`config.mk`:
```
export PLATFORM = sky130hd
export DESIGN_NAME = svmhg_merge
export DESIGN_NICKNAME = d
export VERILOG_FILES = /design/src/hdl/svmhg_pkg.sv /design/src/hdl/svmhg_merge.sv
export SDC_FILE = /design/constraint.sdc
export NUM_CORES = 1
export LEC_CHECK = 0
export BUFFER_PORTS_ARGS = -buffer_cell sky130_fd_sc_hd__buf_2
export CORE_MARGIN = 5
export CORE_UTILIZATION = 40
export CTS_CLUSTER_SIZE = 12
export DETAILED_ROUTE_END_ITERATION = 12
export GPL_TIMING_DRIVEN = 0
export SLEW_MARGIN = 25
export SYNTH_ARGS = -nofsm -noshare
export SYNTH_HDL_FRONTEND = slang
export SYNTH_SLANG_ARGS = --single-unit
```
`constraint.sdc`:
```
create_clock -name clk_i -period 3.6 [get_ports clk_i]
set_clock_uncertainty 0.2 [all_clocks]
set_input_delay 0.54 -clock clk_i [delete_from_list [all_inputs] [get_ports clk_i]]
set_output_delay 0.54 -clock clk_i [all_outputs]
set_load 0.01 [all_outputs]
```
`src/hdl/svmhg_pkg.sv`:
```
// svmhg_pkg: shared types and constants for the hinge-gradient accumulator
// no dependencies; imported by the interfaces and every module of the block
package svmhg_pkg;

  // input word lanes carried by one word
  localparam int unsigned LANES      = 8;
  localparam int unsigned ELEM_W     = 16;
  localparam int unsigned PROD_W     = 32;
  localparam int unsigned GRAD_W     = 32;
  localparam int unsigned DOT_W      = PROD_W + 3;
  localparam int unsigned LAMBDA_W   = 16;
  localparam int unsigned USED_W     = 4;
  localparam int unsigned INDEX_W    = 3;
  localparam int unsigned OP_W       = 2;
  localparam int unsigned CFG_IDX_W  = 1;
  localparam int unsigned CFG_DATA_W = 16;
  localparam int unsigned SCALE_SH   = 15;

  // configuration register indexes
  localparam logic [CFG_IDX_W-1:0] CFG_USED_FEATURES = 1'd0;
  localparam logic [CFG_IDX_W-1:0] CFG_LAMBDA        = 1'd1;

  // configuration reset values
  localparam logic [USED_W-1:0]   USED_RESET   = 4'd8;
  localparam logic [LAMBDA_W-1:0] LAMBDA_RESET = 16'd655;

  typedef enum logic [OP_W-1:0] {
    OP_LOAD   = 2'd0,
    OP_SAMPLE = 2'd1,
    OP_READ   = 2'd2,
    OP_NONE   = 2'd3
  } op_e;

  typedef enum logic [2:0] {
    S_IDLE,
    S_PAIR,
    S_DOT,
    S_UPD,
    S_RMUL,
    S_RSAT,
    S_RWAIT
  } state_e;

  // per-lane controls from the sequencer
  typedef struct packed {
    logic load;
    logic capture;
    logic update;
    logic clear;
    logic sub;
  } lane_ctrl_t;

  // readout controls from the sequencer
  typedef struct packed {
    logic               mul;
    logic               load;
    logic               last;
    logic [INDEX_W-1:0] index;
  } rd_ctrl_t;

endpackage

```
`src/hdl/svmhg_merge.sv`:
```
// svmhg_merge: registered two-level adder tree over the lane products and
// the margin test against one; depends on svmhg_pkg
module svmhg_merge #(
  parameter int unsigned LIMIT     = 8,
  parameter int unsigned FRAC_BITS = 12
) (
  input  logic                                clk_i,
  input  logic signed [svmhg_pkg::PROD_W-1:0] prod_i [LIMIT],
  input  logic [LIMIT-1:0]                    active_i,
  input  logic                                label_pos_i,
  output logic                                hit_o
);
  import svmhg_pkg::*;

  localparam int unsigned PAIRS = (LIMIT + 1) / 2;
  localparam logic signed [DOT_W-1:0] ONE     = DOT_W'(1) << (2 * FRAC_BITS);
  localparam logic signed [DOT_W-1:0] NEG_ONE = -ONE;

  logic signed [PROD_W-1:0] masked [2*PAIRS];
  logic signed [PROD_W:0]   pairs_d [PAIRS];
  logic signed [PROD_W:0]   pairs_q [PAIRS];
  logic signed [DOT_W-1:0]  dot_d, dot_q;

  // mask unused lanes, pad to an even count
  always_comb begin
    for (int i = 0; i < 2 * PAIRS; i++) begin
      masked[i] = '0;
    end
    for (int i = 0; i < LIMIT; i++) begin
      masked[i] = active_i[i] ? prod_i[i] : '0;
    end
  end

  // first tree level
  always_comb begin
    for (int j = 0; j < PAIRS; j++) begin
      pairs_d[j] = (PROD_W+1)'(masked[2*j]) + (PROD_W+1)'(masked[2*j+1]);
    end
  end

  // second tree level
  always_comb begin
    dot_d = '0;
    for (int j = 0; j < PAIRS; j++) begin
      dot_d = dot_d + DOT_W'(pairs_q[j]);
    end
  end

  always_ff @(posedge clk_i) begin
    pairs_q <= pairs_d;
    dot_q   <= dot_d;
  end

  // margin below one: y=+1 needs dot < one, y=-1 needs dot > -one
  assign hit_o = label_pos_i ? (dot_q < ONE) : (dot_q > NEG_ONE);

endmodule

```
==> impl_metrics.ini <==
[power]
ir_worst_vdd_mv = 0.405
p_leak_nw = 9.40
power_density_mw_per_mm2 = 630

[detailed_routing]
post_drt_wl_per_cell_um = 16.7
vias = 13237
drt_pass1_iterations = 5
viasPerCell = 4.97
wl_um = 44300
antenna_left = 0
remaining_drc_errors = 0
drt_iter0_markers = 708

[cts]
insertion_delay_ns = 0.45
cts.clk_slew.worst_paths_ns = 0.09
htreeDepth = 4
clockBufferDepth = 2
cts_buffers = 17
clock_sinks = 167
clk_root_buffer_cell = clkbuf_16
cts_tree = done

[finish]
syn_to_final_growth_pct = 22.2
layout-drive-gt1-share_pct = 21.1
fin_nets = 2636
stdcell_area_mm2 = 0.0185

[setup_path]
slowest_stage = fa_1
timing.rr.start = pairs_q[1]$_DFF_P_
crit_top_cell = inv_2
cp.arrival_ns = 4.12
cp_cell_sequence = inv_2 > fa_1 > fa_1 > inv_2 > ha_4 > inv_2 > fa_2 > and2b_4 > o2111ai_4 > a21oi_4 > o41ai_4 > o22ai_2 > o41ai_4 > nor3b_2 > a21oi_1 > xnor2_1
cp-startpoint = pairs_q[1]$_DFF_P_
crit_type = reg2reg
start_kind = flop
critPathCaptureType = flop
crit_fanout = 3
cp.required_ns = 3.76
crit_path_max_incr_delay_ns = 0.51

[synth]
syn_avg_cell_area_um2 = 8.26
netlist.area_leader.share_pct = 22.1
synth_most_common_cell = and2_1
ys_types = 73
yosysTopAreaCell = dfxtp_1
async_flop_share_pct = 0
synth_area_mm2 = 0.0151
synth_ff_type = dfxtp_1
syn-num-nets = 2331
syn_inst = 1832
yosysWarnings = 0
netlist_top_cells_count = and2_1, inv_1, dfxtp_1
yosysSeqAreaShare_pct = 22.1
yosys_register_bits = 167
synth_edf_count = 0
synthTopCellsByArea = dfxtp_1, ha_1, and2_1

[sta]
fmax_ghz = 0.253
fin_crit_ns = 3.96
finalSetupViolations = 12
maxSlewViolCount = 0
finalCritPeriodShare_pct = 110
relSlewSlack_pct = 51.3
tightest_slew_ns = 0.731
hold_viol_final = 0
rsz0062_at_grt = yes
whs_ns = 0.219
fin_ws_ns = -0.357

[global_route]
grtUsageTotal_pct = 20.7
antenna_found_initial = 3
grt_pass1_vias = 13212
grt_max_degree = 22
grt_pass1_wl_um = 68200
grt_overflow = 0

[floorplan]
start_util_pct = 40.4
dieArea_mm2 = 0.0418
die_w_um = 205
rows = 71
core_mm2 = 0.0375
ios = 267
die_y_um = 205

[placed_design]
hpwl_um = 37800
place.gp.congestion = 0.910
portBuffers = 266
placed_cell_area_mm2 = 0.0171

[run]
maxCapViolCount = 0

[hold_path]
worstHoldStart = prod_i[192]
hold_path_class = in2reg

[run_status]
status = finished with violations
violations = negative setup slack
## area by class of cell
class | instances | area (um2)
antenna | 1 | 2.50
buffer | 37 | 160
clock buffer | 17 | 425
clock inverter | 15 | 220
fill | 3718 | 19000
inverter | 233 | 875
multi-input combinational | 1389 | 11300
sequential | 167 | 3370
tap | 511 | 639
timing repair buffer | 292 | 1550
## report_power, final
| part | leakage (nW) | switching [mW] | internal (mW) |
|---|---|---|---|
| clock network | 0.308 | 0.987 | 0.967 |
| registers | 1.41 | 0.168 | 2.37 |
| logic | 7.68 | 3.79 | 3.37 |
## metrics by stage
step,util (%),TNS (ns),power (mW),worst slack (ns),cells
after floorplan,-,0,6.93,0.0176,1832
after CTS,48.6,-2.93,11.2,-0.311,2657
after global routing,49.3,-3.92,12.6,-0.417,2662
final,49.3,-2.17,11.7,-0.357,2662
after global placement,45.7,-26.44,8.22,-1.03,2609
after detailed placement,45.7,-29.33,8.31,-1.13,2609
## cell families (layout without fill, tap and decap cells)
kind of cell | after synthesis | after routing | share of synthesized area (%)
XOR/XNOR | 145 | 145 | 8.39
other | 0 | 1 | 0
flip-flops | 167 | 167 | 22.1
AO/OA/AOI/OAI | 436 | 436 | 19.0
multiplexers | 1 | 1 | 0.0661
buffers and inverters | 276 | 594 | 6.85
adder cells (fa/ha/maj) | 233 | 233 | 22.8
AND/OR/NAND/NOR | 574 | 574 | 20.8
## worst max-delay path, delay by kind of cell (launching register included)
kind                       cells  cell delay (ns)
buffers and inverters          3             0.14
adders and majority gates      4             1.35
and+or+nand+nor                2             0.32
AOI/OAI and AO/OA              6             1.34
xor gates and xnor gates       1             0.15
DFF                            1             0.36
## registers in the layout (all words and copies together) (netlist names)
signal	cells
dot_q	35
pairs_q	132
## per-layer routing
layer  vias up  GRT usage [%]  routed length (um)
li1       6742              -                   -
met5         -              0                   0
met3        53           3.63                2320
met1      6120           27.9               20300
met2       322           33.7               20200
met4         0           6.99                1480
## worst paths after layout
check | to | slack, ns | depth (start not counted)
max | dot_q[27]$_DFF_P_ | -0.36 | 16
min | pairs_q[99]$_DFF_P_ | 0.22 | 3
max reg2reg | dot_q[27]$_DFF_P_ | -0.36 | 16
min reg2reg | dot_q[0]$_DFF_P_ | 0.28 | 1
## repair_timing
| item | in CTS | in global routing |
|---|---|---|
| setup buffers | 18 | 10 |
| cloned | 0 | 0 |
| pin swaps | 27 | 35 |
| endpoints found under the setup margin | 39 | 45 |
| hold buffers | 0 | 0 |
| resized for setup | 74 | 64 |
## layout by cell type, fill, tap and decap left out, types with 12 or more instances in the layout
master     netlist  final
buf_2            1    266
dfxtp_2          0     14
xnor2_1        100     95
fa_1            71     68
dfxtp_1        167    151
a21oi_1        150    139
nand2b_1        21     19
and3_1          15     13
o21ai_0         64     56
nor3_1          12     12
o21a_1          14     14
and2_1         256    255
xor2_1          45     45
ha_1           162    149
a21o_1          92     92
nor2b_1         14     14
nand2_1         97     96
nand4_1         15     15
inv_1          233    227
o21bai_1        14     14
nand3_1         37     34
clkbuf_1        42     26
nor2_1          71     67
clkbuf_16        0     17
buf_4            0     22
No activity file was read; power rests on OpenSTA's default activity.
