### src/hdl/svmhg_pkg.sv
// svmhg_pkg: shared types and constants for the hinge-gradient accumulator
// no dependencies; imported by the interfaces and every module of the block
package svmhg_pkg;

  // input word lanes carried by one word
  localparam int unsigned LANES      = 8;
  localparam int unsigned ELEM_W     = 16;
  localparam int unsigned PROD_W     = 32;
  localparam int unsigned GRAD_W     = 32;
  localparam int unsigned DOT_W      = PROD_W + 3;
  localparam int unsigned LAMBDA_W   = 16;
  localparam int unsigned USED_W     = 4;
  localparam int unsigned INDEX_W    = 3;
  localparam int unsigned OP_W       = 2;
  localparam int unsigned CFG_IDX_W  = 1;
  localparam int unsigned CFG_DATA_W = 16;
  localparam int unsigned SCALE_SH   = 15;

  // configuration register indexes
  localparam logic [CFG_IDX_W-1:0] CFG_USED_FEATURES = 1'd0;
  localparam logic [CFG_IDX_W-1:0] CFG_LAMBDA        = 1'd1;

  // configuration reset values
  localparam logic [USED_W-1:0]   USED_RESET   = 4'd8;
  localparam logic [LAMBDA_W-1:0] LAMBDA_RESET = 16'd655;

  typedef enum logic [OP_W-1:0] {
    OP_LOAD   = 2'd0,
    OP_SAMPLE = 2'd1,
    OP_READ   = 2'd2,
    OP_NONE   = 2'd3
  } op_e;

  typedef enum logic [2:0] {
    S_IDLE,
    S_PAIR,
    S_DOT,
    S_UPD,
    S_RMUL,
    S_RSAT,
    S_RWAIT
  } state_e;

  // per-lane controls from the sequencer
  typedef struct packed {
    logic load;
    logic capture;
    logic update;
    logic clear;
    logic sub;
  } lane_ctrl_t;

  // readout controls from the sequencer
  typedef struct packed {
    logic               mul;
    logic               load;
    logic               last;
    logic [INDEX_W-1:0] index;
  } rd_ctrl_t;

endpackage

### src/hdl/svmhg_out_if.sv
// svmhg_out_if: output channel carrying one scaled gradient element per word
// depends on svmhg_pkg
interface svmhg_out_if;
  import svmhg_pkg::*;

  logic                     valid;
  logic                     ready;
  logic [INDEX_W-1:0]       grad_index;
  logic signed [GRAD_W-1:0] grad_value;
  logic                     last;

  modport source (
    output valid, grad_index, grad_value, last,
    input  ready
  );
  modport sink (
    input  valid, grad_index, grad_value, last,
    output ready
  );
endinterface

### src/hdl/svmhg_readout.sv
// svmhg_readout: scales a gradient by twice lambda, floors, saturates and
// holds it in the output register; depends on svmhg_pkg and svmhg_out_if
module svmhg_readout (
  input  logic                                clk_i,
  input  logic                                rst_ni,
  input  svmhg_pkg::rd_ctrl_t                 ctrl_i,
  input  logic signed [svmhg_pkg::GRAD_W-1:0] grad_i,
  input  logic [svmhg_pkg::LAMBDA_W-1:0]      lambda_i,
  svmhg_out_if.source                         out_if
);
  import svmhg_pkg::*;

  localparam int unsigned MUL_W = GRAD_W + LAMBDA_W + 1;
  localparam int unsigned SCL_W = MUL_W - SCALE_SH;
  localparam logic signed [GRAD_W-1:0] VAL_MAX = {1'b0, {(GRAD_W-1){1'b1}}};
  localparam logic signed [GRAD_W-1:0] VAL_MIN = {1'b1, {(GRAD_W-1){1'b0}}};

  logic signed [MUL_W-1:0]  prod_q;
  logic signed [SCL_W-1:0]  scaled;
  logic signed [GRAD_W-1:0] value_d;
  logic signed [GRAD_W-1:0] value_q;
  logic [INDEX_W-1:0]       index_q;
  logic                     last_q;
  logic                     valid_q;

  // g * lambda, 2*lambda*g = product / 2^15
  always_ff @(posedge clk_i) begin
    if (ctrl_i.mul) begin
      prod_q <= MUL_W'(grad_i) * MUL_W'($signed({1'b0, lambda_i}));
    end
  end

  // arithmetic shift floors, then saturate
  always_comb begin
    scaled = prod_q[MUL_W-1:SCALE_SH];
    if (scaled[SCL_W-1:GRAD_W-1] == '0 || scaled[SCL_W-1:GRAD_W-1] == '1) begin
      value_d = scaled[GRAD_W-1:0];
    end else begin
      value_d = scaled[SCL_W-1] ? VAL_MIN : VAL_MAX;
    end
  end

  // output word register
  always_ff @(posedge clk_i) begin
    if (ctrl_i.load) begin
      value_q <= value_d;
      index_q <= ctrl_i.index;
      last_q  <= ctrl_i.last;
    end
  end

  always_ff @(posedge clk_i or negedge rst_ni) begin
    if (!rst_ni) begin
      valid_q <= 1'b0;
    end else if (ctrl_i.load) begin
      valid_q <= 1'b1;
    end else if (out_if.ready) begin
      valid_q <= 1'b0;
    end
  end

  assign out_if.valid      = valid_q;
  assign out_if.grad_value = value_q;
  assign out_if.grad_index = index_q;
  assign out_if.last       = last_q;

endmodule

### src/flat_wrapper.sv
// flat-port wrapper written by rule: the top's interface ports become plain ports
module svmhg_readout_flat import svmhg_pkg::*;
  (clk_i, rst_ni, ctrl_i, grad_i, lambda_i, out_if_valid, out_if_grad_index, out_if_grad_value, out_if_last, out_if_ready);
  svmhg_out_if out_if_i ();
  input  logic clk_i;
  input  logic rst_ni;
  input  svmhg_pkg::rd_ctrl_t ctrl_i;
  input  logic signed [svmhg_pkg::GRAD_W-1:0] grad_i;
  input  logic [svmhg_pkg::LAMBDA_W-1:0] lambda_i;
  output wire logic [$bits(out_if_i.valid)-1:0] out_if_valid;
  output wire logic [$bits(out_if_i.grad_index)-1:0] out_if_grad_index;
  output wire logic [$bits(out_if_i.grad_value)-1:0] out_if_grad_value;
  output wire logic [$bits(out_if_i.last)-1:0] out_if_last;
  input wire logic [$bits(out_if_i.ready)-1:0] out_if_ready;
  assign out_if_valid = out_if_i.valid;
  assign out_if_grad_index = out_if_i.grad_index;
  assign out_if_grad_value = out_if_i.grad_value;
  assign out_if_last = out_if_i.last;
  assign out_if_i.ready = out_if_ready;
  svmhg_readout u_core (.clk_i(clk_i), .rst_ni(rst_ni), .ctrl_i(ctrl_i), .grad_i(grad_i), .lambda_i(lambda_i), .out_if(out_if_i));
endmodule
### config.mk
export PLATFORM = sky130hd
export DESIGN_NAME = svmhg_readout_flat
export DESIGN_NICKNAME = d
export VERILOG_FILES = /design/src/hdl/svmhg_pkg.sv /design/src/hdl/svmhg_out_if.sv /design/src/hdl/svmhg_readout.sv /design/src/flat_wrapper.sv
export SDC_FILE = /design/constraint.sdc
export NUM_CORES = 1
export LEC_CHECK = 0
export BUFFER_PORTS_ARGS = -buffer_cell sky130_fd_sc_hd__buf_4
export CORE_ASPECT_RATIO = 1.25
export CORE_UTILIZATION = 30
export DETAILED_ROUTE_END_ITERATION = 10
export PLACE_DENSITY = 0.49
export SLEW_MARGIN = 20
export SYNTH_ARGS = -nofsm -noshare
export SYNTH_HDL_FRONTEND = slang
export SYNTH_SLANG_ARGS = --single-unit
### constraint.sdc
create_clock -name clk_i -period 3.11 [get_ports clk_i]
set_clock_uncertainty 0.15 [all_clocks]
set_input_delay 0 -clock clk_i [delete_from_list [all_inputs] [get_ports clk_i]]
set_output_delay 0 -clock clk_i [all_outputs]
set_load 0.03 [all_outputs]
==> results.md <==
- Status: finished, violations left
- Failing checks: negative setup slack
- Global route overflow: 0
- Max Clk Rate: 187 MHz
- Clock Root Buffer: clkbuf_16
- Layout cells sized above 1: 24.8%
- Layout Area Growth over Synthesis: 28.5%
- Cell with the most instances after synthesis: inv_1
- CP Data Required Time: 3.05 ns
- Hold_ws: between 0.003 and 0.004 ns
- Seq/Total Area, Yosys: 10.7%
- Fillcell total: 6,599
- # IOs: 94
- Post-synth top area share: 49.1%
- Max-slew violations: 0
- First-pass GRT wire length: 90,200 um
- Final period utilization: 172%
- Gr usage total: 17.6%
- Ranking of synthesized cells by area: fa_1 49%, inv_1 11%, edfxtp_1 11%
- Startpoint types: input pin
- Final setup fails: 34
- Placed Cells: around 3,200
- Design area: between 20,000 and 30,000 um^2
- Relative slew slack: between 60% and 70%
- Vias: 14,700
- Antenna cells: 0
- Largest area contributor in the netlist: fa_1
- DRT iter0 DRCs: between 400 and 500
- Final Net Count: 3,075
- Vias/cell: 4.48
- Crit end category: flip-flop
- Largest net degree at the start of global routing: 38
- Hold Path Class: in -> reg
- CP Class: in -> reg
- Final ANT Viol Nets: 0
- Final Hold Viols: 0
- Fin cells: 3,277
- Post-synth top flop: edfxtp_1
- FFs w/ async S/R, synth: 1.41%
- Routability Congestion: 0.842
- WL per Instance: around 17 um
- Cell area after synthesis: 19,900 um^2
- MaxCap Viol Count: 0
- Drt first pass iters: 7
- Antenna violations before repair: 0
- Rows: 105
- CTS tree: built
- Post-synth EDFFs: 70
- Top cells by count, synth: 573 x inv_1, 487 x fa_1, 358 x nand2_1, 230 x and2_1, 115 x ha_1
- Post-synth net total: 2,768
- DRC viols: 0
- Mean Syn Cell Area: 9.42 um^2
- Clock insertion delay at the later pin of the skew report: 0.33 ns
- Die Wd: 232 um
- DIE AREA: around 67,000 um^2
- I/O Buffers: 93
- Clock Path Buffers: 2
- CP max FO: 6
- Synth Warn #: 0
- Cell variety after synth: 52
- Num CTS Buffers: 9
- Yosys reg bits: 71
- Clk sink count: 71
- Total Wirelength: 56,900 um
- Core area: between 60,000 and 70,000 um^2
- Crit path time final: 5.35 ns
- Fin worst setup slack: -2.24 ns
- Number of global-route vias before repair: 17,100
- Worst-Margin Slew: slightly below 0.6 ns
- Die Ht: roughly 290 um
- DP HPWL: 47,000 um
- Syn Inst Count: 2,109
- RSZ-0062 raised after global routing: true
- Initial Util: a little under a third
- Placed inst area: 23,700 um^2
- CP arrival: 5.29 ns
- Reg clk slew, reported paths: 0.07 ns
- H-tree depth: 3
## metrics by stage
step                utilization (%)  setup slack [ns]  setup TNS (ns)
global route                   39.0             -2.44          -77.33
global placement               36.2             -2.89          -88.15
CTS                            37.9             -2.28          -71.54
finish                         39.0             -2.24          -71.56
floorplan                         -             -2.36          -69.13
detailed placement             36.2             -2.89          -90.14
## registers in the layout, indices dropped and copies added, names as in the netlist
name / cells
u_core.out_if.last: 1
u_core.prod_q: 34
u_core.out_if.grad_value: 32
u_core.out_if.grad_index: 3
u_core.out_if.valid: 1
## cell usage in the layout (no fill, tap or decap), types with 9 or more instances in the layout
cell type    n
buf_4      300
fa_1       446
clkbuf_16   15
nand2_1    339
ha_4        20
fa_2        41
inv_1      543
nand2_2     12
a21oi_2     14
edfxtp_1    70
buf_16      13
and2_1     200
buf_6       28
xor2_1       9
nor2_1      12
buf_12      18
buf_8       11
a21o_1      10
inv_2       30
a21oi_1     15
and2_4      30
xnor2_1     27
ha_1        95
## what timing repair did
action                     in CTS  in global routing
gates cloned                    8                  6
hold endpoints to repair        6                  0
hold buffers                    7                  0
pin swaps                      74                 73
setup endpoints to repair      34                 34
resized for setup             125                117
buffers inserted                5                 15
## worst max-delay path, cell delays in order
cell,delay (ns)
buf_12,0.12
clkbuf_16,0.16
nand2_1,0.08
fa_1,0.53
inv_1,0.05
fa_2,0.54
fa_2,0.48
fa_2,0.60
fa_1,0.41
inv_1,0.07
fa_1,0.40
inv_1,0.10
ha_4,0.20
and4_1,0.18
and3_1,0.14
o211ai_1,0.20
o221ai_2,0.17
buf_6,0.16
o21ba_4,0.21
a41o_1,0.20
buf_4,0.14
xor2_1,0.13
## path summary, 6_finish.rpt
check	slack (ns)	endpoint	depth (start not counted)	startpoint
worst max register to register	1.51	u_core.out_if.grad_value[21]$_DFFE_PP_	4	u_core.prod_q[46]$_DFFE_PP_
max in group asynchronous	2.35	u_core.out_if.valid$_DFFE_PN0P_	3	rst_ni
min in group asynchronous	0.36	u_core.out_if.valid$_DFFE_PN0P_	3	rst_ni
worst min-delay path	0.003	u_core.prod_q[43]$_DFFE_PP_	1	ctrl_i[5]
worst min register to register	0.35	u_core.out_if.valid$_DFFE_PN0P_	1	u_core.out_if.valid$_DFFE_PN0P_
worst max-delay path	-2.24	u_core.prod_q[37]$_DFFE_PP_	22	lambda_i[8]
## routing by layer
metal / wire length [um] / global-route usage (%)
met1: 19500 / 17.5
met2: 33600 / 36.7
met3: 1760 / 1.84
met4: 2140 / 6.00
met5: 0 / 0
## final cells by class
type / count / area, um^2 / share of cell area [%]
clock inverter: 7 / 121 / 0.475
tap: 856 / 1070 / 4.19
timing repair buffer: 385 / 3740 / 14.6
clock buffer: 9 / 225 / 0.882
inverter: 573 / 2150 / 8.42
sequential: 71 / 2130 / 8.33
multi-input combinational: 1376 / 16100 / 63.1
## kinds of logic (layout without fill, tap and decap cells)
group           count (synthesis)  after routing  share of synthesized area (%)
simple gates                  642            642                           15.5
flops                          71             71                           10.7
fa+ha+maj                     602            602                           56.3
buf+inv                       662            974                           12.5
xor+xnor                       39             39                           1.72
compound gates                 93             93                           3.28
Power is left out: the tool's default activity adds up to more than one toggle a clock period on the data nets, which glitch-free logic cannot reach.
