**src/hdl/svmhg_pkg.sv**
```systemverilog
// svmhg_pkg: shared types and constants for the hinge-gradient accumulator
// no dependencies; imported by the interfaces and every module of the block
package svmhg_pkg;

  // input word lanes carried by one word
  localparam int unsigned LANES      = 8;
  localparam int unsigned ELEM_W     = 16;
  localparam int unsigned PROD_W     = 32;
  localparam int unsigned GRAD_W     = 32;
  localparam int unsigned DOT_W      = PROD_W + 3;
  localparam int unsigned LAMBDA_W   = 16;
  localparam int unsigned USED_W     = 4;
  localparam int unsigned INDEX_W    = 3;
  localparam int unsigned OP_W       = 2;
  localparam int unsigned CFG_IDX_W  = 1;
  localparam int unsigned CFG_DATA_W = 16;
  localparam int unsigned SCALE_SH   = 15;

  // configuration register indexes
  localparam logic [CFG_IDX_W-1:0] CFG_USED_FEATURES = 1'd0;
  localparam logic [CFG_IDX_W-1:0] CFG_LAMBDA        = 1'd1;

  // configuration reset values
  localparam logic [USED_W-1:0]   USED_RESET   = 4'd8;
  localparam logic [LAMBDA_W-1:0] LAMBDA_RESET = 16'd655;

  typedef enum logic [OP_W-1:0] {
    OP_LOAD   = 2'd0,
    OP_SAMPLE = 2'd1,
    OP_READ   = 2'd2,
    OP_NONE   = 2'd3
  } op_e;

  typedef enum logic [2:0] {
    S_IDLE,
    S_PAIR,
    S_DOT,
    S_UPD,
    S_RMUL,
    S_RSAT,
    S_RWAIT
  } state_e;

  // per-lane controls from the sequencer
  typedef struct packed {
    logic load;
    logic capture;
    logic update;
    logic clear;
    logic sub;
  } lane_ctrl_t;

  // readout controls from the sequencer
  typedef struct packed {
    logic               mul;
    logic               load;
    logic               last;
    logic [INDEX_W-1:0] index;
  } rd_ctrl_t;

endpackage

```
**src/hdl/svmhg_lane.sv**
```systemverilog
// svmhg_lane: one feature lane: weight register, product register and
// saturating gradient accumulator; depends on svmhg_pkg
module svmhg_lane (
  input  logic                               clk_i,
  input  logic                               rst_ni,
  input  svmhg_pkg::lane_ctrl_t              ctrl_i,
  input  logic                               active_i,
  input  logic signed [svmhg_pkg::ELEM_W-1:0] x_i,
  output logic signed [svmhg_pkg::PROD_W-1:0] prod_o,
  output logic signed [svmhg_pkg::GRAD_W-1:0] grad_o
);
  import svmhg_pkg::*;

  localparam logic signed [GRAD_W-1:0] GRAD_MAX = {1'b0, {(GRAD_W-1){1'b1}}};
  localparam logic signed [GRAD_W-1:0] GRAD_MIN = {1'b1, {(GRAD_W-1){1'b0}}};

  logic signed [ELEM_W-1:0] weight_q;
  logic signed [ELEM_W-1:0] x_q;
  logic signed [PROD_W-1:0] prod_q;
  logic signed [GRAD_W-1:0] grad_q, grad_d;
  logic signed [GRAD_W:0]   sum;

  // weight store
  always_ff @(posedge clk_i or negedge rst_ni) begin
    if (!rst_ni) begin
      weight_q <= '0;
    end else if (ctrl_i.load) begin
      weight_q <= x_i;
    end
  end

  // feature and product capture
  always_ff @(posedge clk_i) begin
    if (ctrl_i.capture) begin
      x_q    <= x_i;
      prod_q <= PROD_W'(x_i) * PROD_W'(weight_q);
    end
  end

  // subtract y times feature, saturate to 32 bits
  always_comb begin
    if (ctrl_i.sub) begin
      sum = (GRAD_W+1)'(grad_q) - (GRAD_W+1)'(x_q);
    end else begin
      sum = (GRAD_W+1)'(grad_q) + (GRAD_W+1)'(x_q);
    end
    if (sum[GRAD_W] != sum[GRAD_W-1]) begin
      grad_d = sum[GRAD_W] ? GRAD_MIN : GRAD_MAX;
    end else begin
      grad_d = sum[GRAD_W-1:0];
    end
  end

  always_ff @(posedge clk_i or negedge rst_ni) begin
    if (!rst_ni) begin
      grad_q <= '0;
    end else if (ctrl_i.clear) begin
      grad_q <= '0;
    end else if (ctrl_i.update && active_i) begin
      grad_q <= grad_d;
    end
  end

  assign prod_o = prod_q;
  assign grad_o = grad_q;

endmodule

```
**config.mk**
```make
export PLATFORM = sky130hd
export DESIGN_NAME = svmhg_lane
export DESIGN_NICKNAME = d
export VERILOG_FILES = /design/src/hdl/svmhg_pkg.sv /design/src/hdl/svmhg_lane.sv
export SDC_FILE = /design/constraint.sdc
export NUM_CORES = 1
export LEC_CHECK = 0
export BUFFER_PORTS_ARGS = -buffer_cell sky130_fd_sc_hd__clkbuf_2
export CORE_MARGIN = 4
export CORE_UTILIZATION = 60
export DETAILED_ROUTE_END_ITERATION = 6
export GPL_ROUTABILITY_DRIVEN = 0
export PLACE_DENSITY_LB_ADDON = 0.3
export SYNTH_ARGS = -nofsm -noshare
export SYNTH_HDL_FRONTEND = slang
export SYNTH_SLANG_ARGS = --single-unit
```
**constraint.sdc**
```tcl
create_clock -name clk_i -period 14.5 [get_ports clk_i]
set_clock_uncertainty 0.15 [all_clocks]
set_input_delay 0.725 -clock clk_i [delete_from_list [all_inputs] [get_ports clk_i]]
set_output_delay 0.725 -clock clk_i [all_outputs]
set_load 0.005 [all_outputs]
```
==> impl_metrics.yaml, run 1 <==
sta:
  final.min_clock_period_ns: 7.106
  fin_crit_sh: 0.4901
  hold_viol: 0
  fmax_mhz: 140.7
  finalSetupViolations: 0
  worstMarginPinSlew_ns: 1.085
  rsz0062_at_grt: "false"
  finalMaxSlewViolations: 0
  final.setup.tns_ns: 0
  slew_headroom: 0.2770
yosys:
  synth.most_common_cell: "inv_1"
  syn_nets: 2054
  syn_area_um2: 15490
  async_flop_share: 0.5000
  yosysTopAreaCell: "fa_1"
  synth-warning-count: 0
  synthTopCellsByArea: "fa_1 (34%), ha_1 (9.4%), edfxtp_1 (9.3%), inv_1 (8.1%), dfrtp_1 (7.8%)"
  ys_top_cells_by_count: "inv_1 (336), fa_1 (263), nand2_1 (179)"
  synth_cell_types: 73
  ys_ff_latch: 96
  syn-mean-instance-area_um2: 9.389
  ys.flop_type: "edfxtp_1"
  synth_top_area_frac: 0.3399
  ys_seq_area_frac: 0.1706
  synth_cells: 1650
  synth-edff-count: 48
setup_path:
  required_ns: 14.46
  r2r-start: "weight_q[2]$_DFFE_PN0P_"
  arrival_ns: 7.07
  crit_fanout: 17
  path_class: "reg -> reg"
  startpoint: "weight_q[2]$_DFFE_PN0P_"
  r2r_slack_ns: 7.39
  startpoint_type: "register"
  cp-end-kind: "register"
finish:
  drive_gt1_frac: 0.08280
  nets: 2102
  n_antenna_cell: 0
  area_delta_synth_final_pct: 6.147
cts:
  cts_buffers: 9
  clkTransAtPathRegs_ns: 0.09
  clock_sinks: 96
  cts-resized-gates: 0
  post_cts_buffers: 0
  cts_tree: "built"
  clk_latency_ns: 0.37
  root_buffer: "clkbuf_16"
  cts.path.max_buffers: 2
  htreeDepth: 3
  cts_hold_buffers: 0
placement:
  hpwl_um: 26660
  portBuffers: 87
floorplan:
  rows: 58
  dieHeight_um: 168.7
  start_util: 0.6116
  fp.coreArea_um2: 25330
  ios: 88
  dieArea_um2: 28450
  die_w_um: 168.7
grt:
  grt_pass1_vias: 12153
  grt_pass1_wl_um: 58790
  grt_start_max_net_pins: 49
  antenna_found_initial: 0
  gr-total-overflow: 0
  grt_usage: 0.2513
drt:
  ant_nets: 0
  vias_per_cell: 5.637
  route.detailed.drc: 0
  vias: 11460
  drt_pass1_iterations: 5
  drt_iter0_markers: 725
  wl_um: 34110
  wl_per_cell_um: 16.78
flow_run:
  drv_cap: 0
worst_hold_path:
  min_path_type: "in -> async"
status:
  outcome: "complete, no violations"
==> placed cells by master, fill, tap and decap left out, drive strengths merged, types with 7 or more instances in the layout <==
cell / count
a211oi: 7
a21o: 31
a21oi: 65
a31oi: 8
and2: 127
and3: 10
clkbuf: 96
dfrtp: 48
edfxtp: 48
fa: 263
ha: 117
inv: 342
mux2: 16
nand2: 179
nand2b: 19
nand3: 12
nor2: 67
nor2b: 10
nor3: 9
o211ai: 7
o21a: 10
o21ai: 57
or3: 9
xnor2: 52
xor2: 18
==> cells by family after synthesis <==
logic type,share of synthesized area
AND/OR/NAND/NOR,0.1487
buffers and inverters,0.09636
multiplexers,0.01292
adder cells (fa/ha/maj),0.4344
flip-flops,0.1706
AO/OA/AOI/OAI,0.09701
XOR/XNOR,0.04006
==> final timing paths <==
| kind | end | cells past startpoint |
|---|---|---|
| setup reg to reg | prod_o[27]$_DFFE_PP_ | 20 |
| hold reg to reg | grad_o[5]$_DFFE_PN0P_ | 2 |
| setup / recovery | prod_o[27]$_DFFE_PP_ | 20 |
| max in group asynchronous | weight_q[15]$_DFFE_PN0P_ | 2 |
| hold / removal | grad_o[0]$_DFFE_PN0P_ | 2 |
| min in group clk_i | grad_o[5]$_DFFE_PN0P_ | 2 |
==> stage by stage <==
step	setup slack [ns]	instance area, µm²	hold slack (ns)	utilization	std cells
6_report	7.394	16440	0.3121	0.6492	2033
5_1_grt	7.027	16440	0.3764	0.6492	2033
4_1_cts	7.436	16440	0.3417	0.6492	2033
3_5_place_dp	7.103	16160	0.3643	0.6381	2017
3_3_place_gp	7.184	16160	0.3517	0.6381	2017
2_1_floorplan	7.790	15490	0.2794	-	1650
==> state kept, by name, indices dropped and copies added (netlist names) <==
signal and count:
grad_o 32, prod_o 32, weight_q 16, x_q 16
==> per-layer routing <==
layer | global-route usage | part of all wire
met1 | 0.3464 | 0.43
met2 | 0.4251 | 0.49
met3 | 0.03270 | 0.058
met4 | 0.06598 | 0.023
met5 | 0 | 0
==> critical path, cell delays in order, from the launching register on <==
cell      delay (ns)
dfrtp_1         0.78
nand2_1         0.17
fa_1            0.52
fa_1            0.51
fa_1            0.51
inv_1           0.06
fa_1            0.48
fa_1            0.50
inv_1           0.05
fa_1            0.47
inv_1           0.04
ha_1            0.33
a21o_1          0.18
a21o_1          0.19
a31oi_1         0.41
nand3_1         0.13
o211ai_1        0.29
a21boi_1        0.19
or3_1           0.38
nor4b_1         0.16
or3_1           0.34
==> cell type report <==
cell class | instances | area [µm²]
inverter | 336 | 1261
fill | 2055 | 8884
clock inverter | 7 | 57.56
timing repair buffer | 92 | 473.0
tap | 330 | 412.9
multi-input combinational | 1163 | 11370
sequential | 96 | 2643
clock buffer | 9 | 225.2
Power of run 1 is left out: the tool's default activity adds up to more than one toggle a clock period on the data nets, which glitch-free logic cannot reach.
==> run 2, diff against run 1 <==
==> constraint.sdc (replaced) <==
create_clock -name clk_i -period 6.9 [get_ports clk_i]
set_clock_uncertainty 0.15 [all_clocks]
set_input_delay 0.345 -clock clk_i [delete_from_list [all_inputs] [get_ports clk_i]]
set_output_delay 0.345 -clock clk_i [all_outputs]
set_load 0.005 [all_outputs]
==> run 2 against run 1 <==
Against the previous run: flip-flop and latch count stayed put; register-to-register slack worse by 7.1 ns; sequential share of layout area is 0.30 points lower; via count is 0.68% higher; die area stayed put.
==> impl_metrics.yaml, run 2 (synthesized netlist as in run 1, its figures left out) <==
grt:
  grt_pass1_vias: 12281
  grt_start_max_net_pins: 49
  antenna_found_initial: 0
  grt_usage: 0.2616
  gr-total-overflow: 0
  grt_pass1_wl_um: 60540
drt:
  ant_nets: 0
  route.detailed.drc: 0
  vias_per_cell: 5.560
  drt_iter0_markers: 748
  drt_pass1_iterations: 5
  wl_um: 35120
  vias: 11538
  wl_per_cell_um: 16.92
cts:
  clkTransAtPathRegs_ns: 0.09
  root_buffer: "clkbuf_16"
  cts_tree: "built"
  htreeDepth: 3
  clk_latency_ns: 0.37
  clock_sinks: 96
  cts_buffers: 9
  cts.path.max_buffers: 2
setup_path:
  max_stage_delay_ns: 0.54
  required_ns: 6.86
  path_class: "reg -> reg"
  critPathTopFamily: "adder cells"
  crit_buf_inv: 6
  crit_fanout: 9
  arrival_ns: 6.58
  crit_chain: "buf_4 > and2_1 > fa_1 > inv_1 > fa_1 > fa_1 > inv_1 > fa_1 > fa_1 > inv_1 > fa_1 > inv_1 > ha_1 > and3_1 > and2_1 > o2111a_1 > o211ai_1 > buf_4 > a21boi_2 > or3_1 > nor4b_1 > or3_1"
  cp-end-kind: "register"
  crit_slowest_cell: "fa_1"
  cpMostUsedCell: "fa_1"
  startpoint_type: "register"
floorplan:
  fp.coreArea_um2: 25330
  rows: 58
  die_w_um: 168.7
  start_util: 0.6116
  ios: 88
  dieHeight_um: 168.7
  dieArea_um2: 28450
finish:
  final_cell_mix: "inv_1 (336), fa_1 (263), nand2_1 (179)"
  fin_cells: 2075
  area_delta_synth_final_pct: 8.303
  nets: 2144
  drive_gt1_frac: 0.1072
  fin_util: 0.6624
  n_antenna_cell: 0
  layout_commonest_cell: "inv_1"
placement:
  hpwl_um: 28410
  placed_cells_incl_taps: 2056
  portBuffers: 87
sta:
  hold_viol: 0
  fmax_mhz: 151.0
  finalSetupViolations: 0
  finalMaxSlewViolations: 0
  slew_headroom: 0.2730
  final.min_clock_period_ns: 6.621
  fin_crit_sh: 0.9595
  worstMarginPinSlew_ns: 1.090
flow_run:
  drv_cap: 0
status:
  outcome: "complete, no violations"
worst_hold_path:
  min_path_type: "in -> reg"
==> run 2: changes by cell type in the layout (fill, tap and decap cells not counted) <==
| cell | change |
|---|---|
| a21boi_1 | -1 |
| buf_4 | +41 |
| inv_4 | -1 |
| clkinv_4 | +1 |
| a31oi_2 | +1 |
| dlygate4sd3_1 | +1 |
| a31oi_1 | -1 |
| dfrtp_2 | +3 |
| a21boi_2 | +1 |
| dfrtp_1 | -3 |
==> run 2: final timing paths <==
path | from | to | slack, ns | cells after the start
worst min-delay path | ctrl_i[1] | grad_o[31]$_DFFE_PN0P_ | 0.04 | 2
max in group asynchronous | rst_ni | weight_q[3]$_DFFE_PN0P_ | 5.62 | 3
worst max register to register | weight_q[4]$_DFFE_PN0P_ | prod_o[27]$_DFFE_PP_ | 0.28 | 22
worst min register to register | grad_o[24]$_DFFE_PN0P_ | grad_o[24]$_DFFE_PN0P_ | 0.38 | 2
worst max-delay path | weight_q[4]$_DFFE_PN0P_ | prod_o[27]$_DFFE_PP_ | 0.28 | 22
min in group asynchronous | rst_ni | grad_o[18]$_DFFE_PN0P_ | 0.49 | 3
==> run 2: per-stage QoR <==
stage          instance area [µm²]  setup WS [ns]  hold WS [ns]  setup TNS [ns]
2_1_floorplan                15490         0.5507       -0.1006               0
3_3_place_gp                 16450         0.1432        0.3537               0
3_5_place_dp                 16450         0.1029        0.3590               0
4_1_cts                      16750        0.06280       0.03094               0
5_1_grt                      16780      -0.004078       0.04830       -0.004078
6_report                     16780         0.2792       0.04246               0
==> run 2: metal layers <==
| metal | track usage | vias to the layer above | share of wire |
|---|---|---|---|
| li1 | - | 5368 | - |
| met1 | 0.3646 | 5765 | 0.44 |
| met2 | 0.4286 | 355 | 0.48 |
| met3 | 0.04461 | 50 | 0.063 |
| met4 | 0.07163 | 0 | 0.018 |
| met5 | 0 | - | 0 |
==> run 2: timing repair <==
action	in CTS	in global routing
hold endpoints to repair	48	0
setup endpoints to repair	0	3
hold buffers	1	0
buffers inserted	0	2
gates resized for setup	0	5
==> run 2: cell type report <==
cell class,instances,area [µm²]
Fill cell,2029,8549
Inverter,336,1261
Multi-Input combinational cell,1163,11380
Sequential cell,96,2646
Tap cell,330,412.9
Clock inverter,7,60.06
Timing Repair Buffer,134,790.8
Clock buffer,9,225.2
Power of run 2 is left out for the same reason.
==> run 3, diff against run 2 <==
--- a/config.mk
+++ b/config.mk
@@ -8,9 +8,10 @@
 export BUFFER_PORTS_ARGS = -buffer_cell sky130_fd_sc_hd__clkbuf_2
 export CORE_MARGIN = 4
 export CORE_UTILIZATION = 60
+export CTS_BUF_LIST = sky130_fd_sc_hd__clkbuf_8
 export DETAILED_ROUTE_END_ITERATION = 6
 export GPL_ROUTABILITY_DRIVEN = 0
-export PLACE_DENSITY_LB_ADDON = 0.3
+export PLACE_DENSITY_LB_ADDON = 0.1
 export SYNTH_ARGS = -nofsm -noshare
 export SYNTH_HDL_FRONTEND = slang
 export SYNTH_SLANG_ARGS = --single-unit
==> run 3 against run 2 <==
Against the previous run: setup slack lost 0.044 ns; global-route usage rose by 0.24 points; sequential share of layout area rose by 0.070 points; via count down 1.8%; largest cell class unchanged; register-to-register slack lost 0.04 ns; highest routed layer unchanged; worst hold slack better by 0.068 ns; non-clock buffer count increased by 1; core utilization is 0.26 points lower; die area did not move; clock-buffer cell count rose by 1; critical path type unchanged.
==> impl_metrics.yaml, run 3 (synthesized netlist as in run 1, its figures left out) <==
drt:
  vias_per_cell: 5.460
  ant_nets: 0
  drt_iter0_markers: 749
  drt_pass1_iterations: 7
  wl_per_cell_um: 16.84
  wl_um: 34970
  route.detailed.drc: 0
  vias: 11334
sta:
  fin_crit_sh: 0.9658
  finalMaxSlewViolations: 0
  worstMarginPinSlew_ns: 1.116
  final.min_clock_period_ns: 6.664
  final.setup.tns_ns: 0
  hold_viol: 0
  slew_headroom: 0.2563
  finalSetupViolations: 0
  fmax_mhz: 150.1
finish:
  final_cell_mix: "inv_1 (336), fa_1 (263), nand2_1 (179)"
  seq_area_um2: 2648
  drive_gt1_frac: 0.1077
  n_antenna_cell: 0
  fill_cells: 2101
  multi_input_area_um2: 11380
  layout_commonest_cell: "inv_1"
  nets: 2145
  area_delta_synth_final_pct: 7.875
setup_path:
  arrival_ns: 6.67
  reg2reg_depth: 22
  cp-end-kind: "register"
  crit_fanout: 10
  path_class: "reg -> reg"
  startpoint_type: "register"
  required_ns: 6.90
status:
  outcome: "complete, no violations"
placement:
  hpwl_um: 28790
  portBuffers: 87
worst_hold_path:
  min_path_cells: 3
  min_path_type: "in -> reg"
grt:
  grt_pass1_vias: 12163
  grt_usage: 0.2640
  grt_pass1_wl_um: 60980
  antenna_found_initial: 0
  grt_start_max_net_pins: 49
  gr-total-overflow: 0
cts:
  clk_latency_ns: 0.40
  clkTransAtPathRegs_ns: 0.11
  cts.path.max_buffers: 2
  clock_sinks: 96
  htreeDepth: 3
  cts_buffers: 9
  cts_tree: "built"
  root_buffer: "clkbuf_8"
floorplan:
  start_util: 0.6116
  dieHeight_um: 168.7
  rows: 58
  ios: 88
  dieArea_um2: 28450
  fp.coreArea_um2: 25330
  die_w_um: 168.7
flow_run:
  drv_cap: 0
==> run 3: cell count changes in the layout (fill, tap and decap cells not counted), sizes merged <==
cell,previous run,this run
buf,46,45
inv,341,339
bufinv,0,1
dlygate4sd3,1,2
clkbuf,96,98
==> run 3: metrics by stage <==
step                hold WS (ns)  instance area [µm²]  utilization  instances  setup slack, ns
floorplan                -0.1006                15490            -       1650           0.5507
global placement          0.3504                16450       0.6493       2055           0.1637
detailed placement        0.3538                16450       0.6493       2055          0.01868
CTS                      0.09841                16680       0.6584       2073          0.01909
global route              0.1413                16710       0.6598       2076         -0.02536
finish                    0.1101                16710       0.6598       2076           0.2357
==> run 3: path summary, 6_finish.rpt <==
kind                                         start                 endpoint  slack, ns
setup / recovery           weight_q[5]$_DFFE_PN0P_     prod_o[27]$_DFFE_PP_       0.24
hold / removal                            active_i   grad_o[31]$_DFFE_PN0P_       0.11
setup reg to reg           weight_q[5]$_DFFE_PN0P_     prod_o[27]$_DFFE_PP_       0.24
hold reg to reg              grad_o[0]$_DFFE_PN0P_    grad_o[0]$_DFFE_PN0P_       0.39
max in group asynchronous                   rst_ni  weight_q[3]$_DFFE_PN0P_       5.69
min in group asynchronous                   rst_ni    grad_o[4]$_DFFE_PN0P_       0.44
==> run 3: repair_timing <==
| action | 4_1_cts | 5_1_grt |
|---|---|---|
| setup buffers | 0 | 3 |
| hold endpoints to repair | 49 | 0 |
| resized for setup | 0 | 6 |
| hold buffers | 2 | 0 |
| setup endpoints to repair | 0 | 3 |
==> run 3: critical path: stages, from the launching register on <==
cell,delay (ns)
dfrtp_2,0.49
and2_1,0.20
fa_1,0.50
inv_1,0.05
fa_1,0.46
fa_1,0.52
inv_1,0.06
fa_1,0.50
fa_1,0.50
inv_1,0.05
fa_1,0.48
inv_1,0.05
ha_1,0.34
a21o_1,0.19
a21o_1,0.20
a31oi_2,0.27
nand3_1,0.11
o211ai_1,0.20
buf_4,0.17
a21boi_2,0.08
or3_1,0.36
nor4b_1,0.16
or3_1,0.34
==> run 3: cell type report <==
cell class	count	share of cell area
Clock buffer	10	0.008236
Clock inverter	6	0.004343
Inverter	336	0.07547
Multi-Input combinational cell	1163	0.6810
Sequential cell	96	0.1584
Tap cell	330	0.02471
Timing Repair Buffer	135	0.04777
==> run 3: per-layer routing <==
layer,track usage,vias up,part of all wire
met5,0,-,0
met4,0.05187,0,0.015
met3,0.04741,39,0.061
met2,0.4336,304,0.48
met1,0.3742,5639,0.44
li1,-,5352,-
Power of run 3 is left out for the same reason.
